--- config.mk ---
export PLATFORM = sky130hd
export DESIGN_NAME = vps_ctrl
export DESIGN_NICKNAME = d
export VERILOG_FILES = /design/src/design/vps_pkg.sv /design/src/design/vps_ctrl.sv
export VERILOG_INCLUDE_DIRS = /design/src /design/src/design
export SDC_FILE = /design/constraint.sdc
export NUM_CORES = 1
export LEC_CHECK = 0
export BUFFER_PORTS_ARGS = -buffer_cell sky130_fd_sc_hd__buf_2
export CORE_ASPECT_RATIO = 0.9
export CORE_MARGIN = 3
export CORE_UTILIZATION = 60
export CTS_CLUSTER_DIAMETER = 30
export CTS_CLUSTER_SIZE = 20
export DETAILED_ROUTE_END_ITERATION = 8
export GPL_ROUTABILITY_DRIVEN = 0
export PLACE_DENSITY = 0.84
export SYNTH_ARGS = -nofsm -noshare
export SYNTH_HDL_FRONTEND = slang
export SYNTH_SLANG_ARGS = --single-unit
--- constraint.sdc ---
create_clock -name clk -period 5.1 [get_ports clk]
set_input_delay 1.53 -clock clk [delete_from_list [all_inputs] [get_ports clk]]
set_output_delay 1.53 -clock clk [all_outputs]
set_load 0.02 [all_outputs]
--- src/design/verlet_particle_step_assert.svh ---
// assertion macros for the particle step controller
// needs clk and rst_n in the scope where a macro is used
`ifndef VERLET_PARTICLE_STEP_ASSERT_SVH
`define VERLET_PARTICLE_STEP_ASSERT_SVH

// condition in the same cycle
`define VPS_ASSERT_SAME(lbl, ante, cons) \
    lbl: assert property (@(posedge clk) disable iff (!rst_n) (ante) |-> (cons)) \
        else $error("same-cycle check failed");

// condition in the next cycle
`define VPS_ASSERT_NEXT(lbl, ante, cons) \
    lbl: assert property (@(posedge clk) disable iff (!rst_n) (ante) |=> (cons)) \
        else $error("next-cycle check failed");

`endif

--- src/design/vps_pkg.sv ---
// shared types and constants of the particle step block
// no dependencies
package vps_pkg;

    localparam int DATA_W          = 32;
    localparam int FRAC            = 16;
    localparam int DT_W            = 16;
    localparam int ACT_W           = 2;
    localparam int CFG_ADDR_W      = 3;
    localparam int CAP_W           = 31;
    localparam int COORD_WIDTH_DEF = 32;
    localparam int BOUNCE_AMOUNT_DEF = 65536;

    localparam int ITER_STEPS = 32;
    localparam int CNT_W      = $clog2(ITER_STEPS);

    localparam logic [1:0] AXIS_LAST = 2'd2;

    localparam logic [ACT_W-1:0] ACT_STEP      = 2'd0;
    localparam logic [ACT_W-1:0] ACT_SET_RESET = 2'd1;
    localparam logic [ACT_W-1:0] ACT_SET_KEEP  = 2'd2;

    localparam logic [CFG_ADDR_W-1:0] REG_BOUNDS_ON = 3'd0;
    localparam logic [CFG_ADDR_W-1:0] REG_MIN_X     = 3'd1;
    localparam logic [CFG_ADDR_W-1:0] REG_MIN_Y     = 3'd2;
    localparam logic [CFG_ADDR_W-1:0] REG_MIN_Z     = 3'd3;
    localparam logic [CFG_ADDR_W-1:0] REG_MAX_X     = 3'd4;
    localparam logic [CFG_ADDR_W-1:0] REG_MAX_Y     = 3'd5;
    localparam logic [CFG_ADDR_W-1:0] REG_MAX_Z     = 3'd6;
    localparam logic [CFG_ADDR_W-1:0] REG_SPEED_CAP = 3'd7;

    typedef struct packed {
        logic       start;
        logic       vel;
        logic       sq;
        logic       cmp;
        logic       sqrt_step;
        logic       div_load;
        logic       div_step;
        logic       div_end;
        logic       acc1;
        logic       acc2;
        logic       acc3;
        logic       finish;
        logic [1:0] axis;
    } dp_cmd_t;

    typedef struct packed {
        logic limit;
        logic out_free;
    } dp_stat_t;

endpackage

--- src/design/vps_ctrl.sv ---
// sequencer of the particle step: walks axes and iteration counts
// depends on vps_pkg and verlet_particle_step_assert.svh
`include "verlet_particle_step_assert.svh"

module vps_ctrl
    import vps_pkg::*;
(
    input  logic             clk,
    input  logic             rst_n,
    input  logic             s_tvalid,
    input  logic [ACT_W-1:0] action,
    output logic             s_tready,
    input  dp_stat_t         stat,
    output dp_cmd_t          cmd
);

    typedef enum logic [10:0] {
        S_IDLE = 11'b000_0000_0001,
        S_VEL  = 11'b000_0000_0010,
        S_SQ   = 11'b000_0000_0100,
        S_CMP  = 11'b000_0000_1000,
        S_SQRT = 11'b000_0001_0000,
        S_DMUL = 11'b000_0010_0000,
        S_DIV  = 11'b000_0100_0000,
        S_DEND = 11'b000_1000_0000,
        S_ACC1 = 11'b001_0000_0000,
        S_ACC2 = 11'b010_0000_0000,
        S_ACC3 = 11'b100_0000_0000
    } state_t;

    // result handoff waits in S_IDLE with the done flag set, not in a state of its own
    localparam state_t S_DONE_UNUSED = S_IDLE;

    state_t           state_reg, state_next;
    logic             done_reg, done_next;
    logic [1:0]       axis_reg, axis_next;
    logic [CNT_W-1:0] cnt_reg, cnt_next;
    logic             accept;

    assign s_tready = (state_reg == S_IDLE) && !done_reg;
    assign accept   = s_tvalid && s_tready;

    always_comb
    begin
        state_next = state_reg;
        done_next  = done_reg;
        axis_next  = axis_reg;
        cnt_next   = cnt_reg;
        cmd        = '0;
        cmd.axis   = axis_reg;
        if (done_reg)
        begin
            // wait for the output slot
            if (stat.out_free)
            begin
                cmd.finish = 1'b1;
                done_next  = 1'b0;
            end
        end
        else
        begin
            unique case (state_reg)
                S_IDLE:
                begin
                    if (accept)
                    begin
                        cmd.start = 1'b1;
                        axis_next = 2'd0;
                        if (action == ACT_STEP)
                            state_next = S_VEL;
                        else
                            done_next = 1'b1;
                    end
                end
                S_VEL:
                begin
                    cmd.vel = 1'b1;
                    if (axis_reg == AXIS_LAST)
                    begin
                        axis_next  = 2'd0;
                        state_next = S_SQ;
                    end
                    else
                        axis_next = axis_reg + 2'd1;
                end
                S_SQ:
                begin
                    cmd.sq = 1'b1;
                    if (axis_reg == AXIS_LAST)
                    begin
                        axis_next  = 2'd0;
                        state_next = S_CMP;
                    end
                    else
                        axis_next = axis_reg + 2'd1;
                end
                S_CMP:
                begin
                    cmd.cmp  = 1'b1;
                    cnt_next = '0;
                    state_next = stat.limit ? S_SQRT : S_ACC1;
                end
                S_SQRT:
                begin
                    cmd.sqrt_step = 1'b1;
                    if (cnt_reg == CNT_W'(ITER_STEPS - 1))
                    begin
                        cnt_next   = '0;
                        state_next = S_DMUL;
                    end
                    else
                        cnt_next = cnt_reg + 1'b1;
                end
                S_DMUL:
                begin
                    cmd.div_load = 1'b1;
                    cnt_next     = '0;
                    state_next   = S_DIV;
                end
                S_DIV:
                begin
                    cmd.div_step = 1'b1;
                    if (cnt_reg == CNT_W'(ITER_STEPS - 1))
                        state_next = S_DEND;
                    else
                        cnt_next = cnt_reg + 1'b1;
                end
                S_DEND:
                begin
                    cmd.div_end = 1'b1;
                    if (axis_reg == AXIS_LAST)
                    begin
                        axis_next  = 2'd0;
                        state_next = S_ACC1;
                    end
                    else
                    begin
                        axis_next  = axis_reg + 2'd1;
                        state_next = S_DMUL;
                    end
                end
                S_ACC1:
                begin
                    cmd.acc1   = 1'b1;
                    state_next = S_ACC2;
                end
                S_ACC2:
                begin
                    cmd.acc2   = 1'b1;
                    state_next = S_ACC3;
                end
                S_ACC3:
                begin
                    cmd.acc3 = 1'b1;
                    if (axis_reg == AXIS_LAST)
                    begin
                        axis_next  = 2'd0;
                        state_next = S_DONE_UNUSED;
                        done_next  = 1'b1;
                    end
                    else
                    begin
                        axis_next  = axis_reg + 2'd1;
                        state_next = S_ACC1;
                    end
                end
                default:
                    state_next = S_IDLE;
            endcase
        end
    end

    always_ff @(posedge clk or negedge rst_n)
    begin
        if (!rst_n)
        begin
            state_reg <= S_IDLE;
            done_reg  <= 1'b0;
            axis_reg  <= 2'd0;
            cnt_reg   <= '0;
        end
        else
        begin
            state_reg <= state_next;
            done_reg  <= done_next;
            axis_reg  <= axis_next;
            cnt_reg   <= cnt_next;
        end
    end

    `VPS_ASSERT_NEXT(a_set_goes_done, accept && (action != ACT_STEP), done_reg)
    `VPS_ASSERT_SAME(a_axis_range, 1'b1, axis_reg != 2'd3)
    `VPS_ASSERT_SAME(a_finish_has_slot, cmd.finish, stat.out_free)

endmodule

==> summary.md, run 1 <==
| Metric | Value |
|---|---|
| Clock sink total | 19 |
| Clock transition at path regs | 0.10 ns |
| Main combinational cell family by area after synthesis | simple AND/OR/NAND/NOR gates |
| CP delay by family, top | simple AND/OR/NAND/NOR gates |
| Relative slew slack | 0.632 |
| DRT iter0 DRCs | 46 |
| Synth area leaders | dfrtp_1, mux2_4, nor2_1 |
| Share of post-route cells with drive strength above 1 | 0.289 |
| Path depth of the worst reg2reg path | 4 |
| R2R Path Start | state_reg[5] |
| CTS buffer count | 3 |
| Vias in the first global route | 1162 |
| Antenna-violating nets left | 0 |
| Clk Latency, worst-skew pair | 0.30 ns |
| Max stage delay cell, worst path | or4_1 |
| Crit share post-route | 0.748 |
| Post-synthesis sequential area ratio | 0.330 |
| Post-synth cell types | 55 |
| Fmax | 0.262 GHz |
| Setup Buffers After CTS | 0 |
| Critical path required time | 3.57 ns |
| CP cell instances | or4_1 -> nor3_1 -> and3_1 -> buf_2 |
| Synth Register Bits | 19 |
| Synth area leader | dfrtp_1 |
| Critical path depth | 4 |
| HP Class | flip-flop to flip-flop |
| N_diodes | 0 |
| Die W | 57.7 um |
| Via count | 1263 |
| CTS tree | done |
| Crit-path max FO | 12 |
| Cts hold-fix bufs | 0 |
| Yosys top cell area share | 0.312 |
| Syn-to-layout area delta | 7.01% |
| Die height | 52.6 um |
| CP Launch Point | state_reg[5] |
| Post-cts resize count | 0 |
| Xor and xnor area share after synthesis | 0.0242 |
| Compound-cell area share of the yosys netlist | 0.138 |
| Final TNS setup | 0 ns |
| Setup-failing EPs final | 0 |
| Slew @ Worst Pin | 0.546 ns |
| Tot GR Track Use | 0.234 |
| Setup crit end kind | output pin |
| Hold_sp | cnt_reg[4] |
| Post-synth ARST share | 1.00 |
| Core area | 2220 um2 |
| Post-Syn Area | 1450 um2 |
| Hold Path Stages | 1 |
| WP buf/inv | 1 |
| Pwr Density | 504 nW/um2 |
| Non-filler instance count after layout | 193 |
| Leakage | 0.727 nW |
| MaxCap Viol Count | 0 |
| Outcome | completed |
| Fin. Hold Viols | 0 |
| Placed cell count | 189 |
| Clock buffer depth | 2 |
| Simple-Gate Fraction of Synth Area | 0.338 |
| Unrepaired setup endpoints after global routing | no |
| Finished Core Util | 0.696 |
| Post-Syn Instances | 152 |
| CP Data Arrival Time | 2.28 ns |
| Crit path kind | flip-flop to output pin |
| Drt pass-1 iters | 4 |
| Final HPWL DP | 2430 um |
| Tot Pwr | 0.000780 W |
| Peak VDD IR | 0.522 mV |
| Synth Area per Inst | 9.51 um2 |
| CP Launch Type | flip-flop |
| Initial antenna violation count | 0 |
| Post-Syn Nets | 161 |
| Count leader, synth | nor2_1 |
| Fin area | 1550 um2 |
| Full die area | 3030 um2 |
| Residual DRC | 0 |
| Fin Clk Skew | 0.0102 ns |
| Post-Synth Adder-Cell Area | 0.0173 |
| Top_reg_cell synth | dfrtp_1 |
| Effective utilization at floorplan | 0.650 |
| H-tree depth | 1 |
| Final slew viol count | 0 |
| Routed length per instance | 16.8 um |
| Final WL | 3250 um |
| Area post-placement | 1520 um2 |
| Nets | 176 |
| Max reg flops | 11 |
| Post-synthesis mux area share | 0.0987 |
| Top post-synthesis cells by count | nor2_1, dfrtp_1, nand2_1 |
| Port Buf Inserts | 21 |
| Root Driver | clkbuf_4 |
| First-pass GRT wire length | 5340 um |
| Top Ports | 22 |
| Cell Rows | 16 |
| Yosys warns | 0 |
| Max incr delay on CP | 0.70 ns |
| Largest net degree at the start of global routing | 20 |
| EDFF count, synth | 0 |
| # fillers | 172 |
| Overflow after GRT | 0 |
| Via/cell ratio | 6.54 |
| Crit path time final | 3.81 ns |
[final timing paths]
path	end	slack, ns
setup / recovery	cmd[13]	1.29
hold / removal	cnt_reg[4]	0.53
setup reg to reg	state_reg[8]	2.77
hold reg to reg	cnt_reg[4]	0.53
max in group asynchronous	state_reg[0]	3.61
min in group asynchronous	state_reg[1]	1.15
[through the flow]
stage          setup WS (ns)  hold WS (ns)
2_1_floorplan           1.70         0.486
3_3_place_gp            1.63         0.497
3_5_place_dp            1.61         0.505
4_1_cts                 1.30         0.530
5_1_grt                 1.15         0.560
6_report                1.29         0.534
[layout by cell type, fill, tap and decap left out, types with 2 or more instances in the layout]
cell type,instances
ha_1,2
o31ai_1,2
nor4b_1,2
or4_1,2
xnor2_1,4
clkbuf_4,3
mux2_2,2
buf_2,21
nand3_1,3
and3_1,4
nand2b_1,3
a21o_2,3
nor2_1,19
a31oi_1,4
mux2_4,6
a21oi_1,2
mux2i_1,3
and3b_2,2
or2_2,3
nor2b_1,3
nand4_1,2
nor4bb_1,2
dfrtp_1,18
nor4_1,5
nor3_1,5
nand2_1,7
and4_1,2
or3_1,2
a221o_1,2
inv_1,4
[per-layer routing]
| layer | share of wire | routed length, um | global-route usage | vias to the layer above |
|---|---|---|---|---|
| li1 | - | - | - | 600 |
| met1 | 0.42 | 1370 | 0.298 | 609 |
| met2 | 0.50 | 1630 | 0.389 | 48 |
| met3 | 0.065 | 211 | 0.0517 | 6 |
| met4 | 0.013 | 41 | 0.0849 | 0 |
| met5 | 0 | 0 | 0 | - |
[worst register-to-register path: cells and delay by family (launching register included)]
kind | cells | cell delay (ns)
AND/OR/NAND/NOR | 2 | 0.89
AO/OA/AOI/OAI | 1 | 0.49
multiplexers | 1 | 0.32
flip-flops | 1 | 0.51
[power by group]
part	total (W)	internal (W)	leakage [nW]	switching, W
Sequential	0.000253	0.000184	0.246	0.0000691
Clock	0.0000749	0.0000305	0.0150	0.0000444
Combinational	0.000452	0.000197	0.466	0.000254
[cells by family after synthesis]
kind of cell,after synthesis
compound gates,23
xor+xnor,4
fa+ha+maj,2
buf+inv,15
flops,19
mux,11
simple gates,78
[area by class of cell]
cell class | count | area, um2 | share of cell area
well taps | 27 | 33.8 | 0.0218
multi-input cells | 118 | 890 | 0.575
clock buffers | 4 | 26.3 | 0.0170
flip-flops and latches | 19 | 477 | 0.308
inverters | 4 | 15.0 | 0.00971
repair buffers | 21 | 105 | 0.0680
Power figures use the tool's default switching activity.
==> run 2: changes to the inputs <==
--- a/config.mk
+++ b/config.mk
@@ -9,12 +9,12 @@
 export BUFFER_PORTS_ARGS = -buffer_cell sky130_fd_sc_hd__buf_2
 export CORE_ASPECT_RATIO = 0.9
 export CORE_MARGIN = 3
-export CORE_UTILIZATION = 60
+export CORE_UTILIZATION = 51
 export CTS_CLUSTER_DIAMETER = 30
 export CTS_CLUSTER_SIZE = 20
 export DETAILED_ROUTE_END_ITERATION = 8
 export GPL_ROUTABILITY_DRIVEN = 0
-export PLACE_DENSITY = 0.84
+export PLACE_DENSITY = 0.76
 export SYNTH_ARGS = -nofsm -noshare
 export SYNTH_HDL_FRONTEND = slang
 export SYNTH_SLANG_ARGS = --single-unit
==> constraint.sdc (replaced) <==
create_clock -name clk -period 3.5 [get_ports clk]
set_input_delay 1.05 -clock clk [delete_from_list [all_inputs] [get_ports clk]]
set_output_delay 1.05 -clock clk [all_outputs]
set_load 0.02 [all_outputs]
==> run 2 against run 1 <==
Compared with the run above: global-route usage decreased by 2.6 points; critical path depth unchanged; register-to-register slack got worse by 1.6 ns; power increased by 47%; die area increased by 16%; setup slack got worse by 1.1 ns; utilization decreased by 9.0 points; clock-buffer cell count unchanged; clock power increased by 46%; first-iteration DRC count increased by 43%; cell count increased by 5.7%; final area increased by 0.89%.
==> summary.md, run 2 (synthesized netlist as in run 1, its figures left out) <==
| Metric | Value |
|---|---|
| Outcome | completed |
| Die W | 62.1 um |
| Crit-path max FO | 12 |
| Top Ports | 22 |
| CP Data Arrival Time | 2.28 ns |
| Core area | 2570 um2 |
| Via/cell ratio | 6.15 |
| Fin. Hold Viols | 0 |
| Pwr Density | 735 nW/um2 |
| Final WL | 3370 um |
| Initial antenna violation count | 0 |
| Peak VDD IR | 0.443 mV |
| Sw frac | 0.477 |
| Share of post-route cells with drive strength above 1 | 0.289 |
| Crit path kind | flip-flop to output pin |
| Clock transition at path regs | 0.10 ns |
| # fillers | 224 |
| Clock buffer depth | 2 |
| Largest net degree at the start of global routing | 20 |
| Routed length per instance | 16.5 um |
| Clock sink total | 19 |
| Hold_sp | cnt_reg[4] |
| Setup Buffers After CTS | 0 |
| Full die area | 3510 um2 |
| Antenna-violating nets left | 0 |
| Overflow after GRT | 0 |
| Most common cell after layout, fill and taps aside | buf_2 |
| Path depth of the worst reg2reg path | 4 |
| Final slew viol count | 0 |
| Root Driver | clkbuf_4 |
| Finished Core Util | 0.606 |
| Reg2reg end | state_reg[8] |
| Slew @ Worst Pin | 0.593 ns |
| Setup-failing EPs final | 0 |
| Tot GR Track Use | 0.208 |
| First-pass GRT wire length | 5820 um |
| Vias in the first global route | 1244 |
| Syn-to-layout area delta | 7.97% |
| HP Class | flip-flop to flip-flop |
| Cell Rows | 17 |
| Fmax | 0.301 GHz |
| Crit share post-route | 0.950 |
| Final HPWL DP | 2470 um |
| Crit path time final | 3.33 ns |
| NetSw | 0.000547 W |
| Unrepaired setup endpoints after global routing | no |
| Final TNS setup | 0 ns |
| Setup crit end kind | output pin |
| Via count | 1255 |
| N_diodes | 0 |
| Max reg flops | 11 |
| Combinational power share | 0.579 |
| CTS tree | done |
| CP endpoint | s_tready |
| CTS buffer count | 3 |
| R2R Path Start | state_reg[5] |
| Drt pass-1 iters | 4 |
| Effective utilization at floorplan | 0.561 |
| Reg2reg setup slack | 1.15 ns |
| CP Launch Type | flip-flop |
| DRT iter0 DRCs | 66 |
| Most frequent cells in the layout | buf_2, nor2_1, dfrtp_1, nand2_1, mux2_4 |
| CP Launch Point | state_reg[5] |
| Multi-input gate area | 890 um2 |
| Nets | 176 |
| H-tree depth | 1 |
| Relative slew slack | 0.601 |
| Die height | 56.5 um |
| Post-cts resize count | 0 |
| Leakage | 0.727 nW |
| Reg area | 477 um2 |
| Clk pwr share | 0.095 |
| Port Buf Inserts | 21 |
| Cts hold-fix bufs | 0 |
| Sequential Power Share | 0.325 |
| Residual DRC | 0 |
| MaxCap Viol Count | 0 |
| Critical path required time | 2.45 ns |
| Clk Latency, worst-skew pair | 0.30 ns |
| Pint | 0.000600 W |
| Fin Clk Skew | 0.00307 ns |
[run 2: cell counts in the layout (fill, tap and decap cells not counted)]
Identical to the previous run, type by type.
[run 2: power groups by stage]
stage                     Clock, W  Combinational (W)  Sequential [W]
after floorplan                  0           0.000588        0.000313
after global placement           0           0.000638        0.000368
after detailed placement         0           0.000656        0.000372
after CTS                 0.000116           0.000662        0.000368
after global routing      0.000128           0.000721        0.000381
final                     0.000109           0.000664        0.000373
[run 2: layout make-up]
type | count | area share
tap | 38 | 0.0305
clock buffer | 4 | 0.0168
multi-input combinational | 118 | 0.570
timing repair buffer | 21 | 0.0674
sequential | 19 | 0.306
inverter | 4 | 0.00962
[run 2: how the worst min path moves through the flow]
stage / cells after the start / end / slack [ns]
5_1_grt: 1 / cnt_reg[4] / 0.56
3_3_place_gp: 1 / cnt_reg[4] / 0.50
3_5_place_dp: 1 / cnt_reg[4] / 0.52
2_1_floorplan: 1 / cnt_reg[4] / 0.49
6_report: 1 / cnt_reg[4] / 0.53
4_1_cts: 1 / cnt_reg[4] / 0.54
[run 2: worst max-delay path: stages, from the launching register on]
cell	delay, ns
dfrtp_1	0.51
or4_1	0.70
or3_2	0.51
nor2_1	0.09
buf_2	0.17
[run 2: stage by stage]
stage          setup WS [ns]  area [um2]  std cells  power [W]  hold slack (ns)
5_1_grt               0.0191        1560        204    0.00123            0.557
2_1_floorplan          0.578        1450        152   0.000901            0.486
4_1_cts                0.169        1560        204    0.00115            0.537
3_3_place_gp           0.565        1530        200    0.00101            0.497
3_5_place_dp           0.523        1530        200    0.00103            0.515
6_report               0.175        1560        204    0.00115            0.532
[run 2: metal layers]
metal / GRT usage / up-vias / wire length (um)
met4: 0.0820 / 0 / 68
li1: - / 599 / -
met2: 0.316 / 55 / 1550
met5: 0 / - / 0
met3: 0.0640 / 8 / 235
met1: 0.277 / 593 / 1510
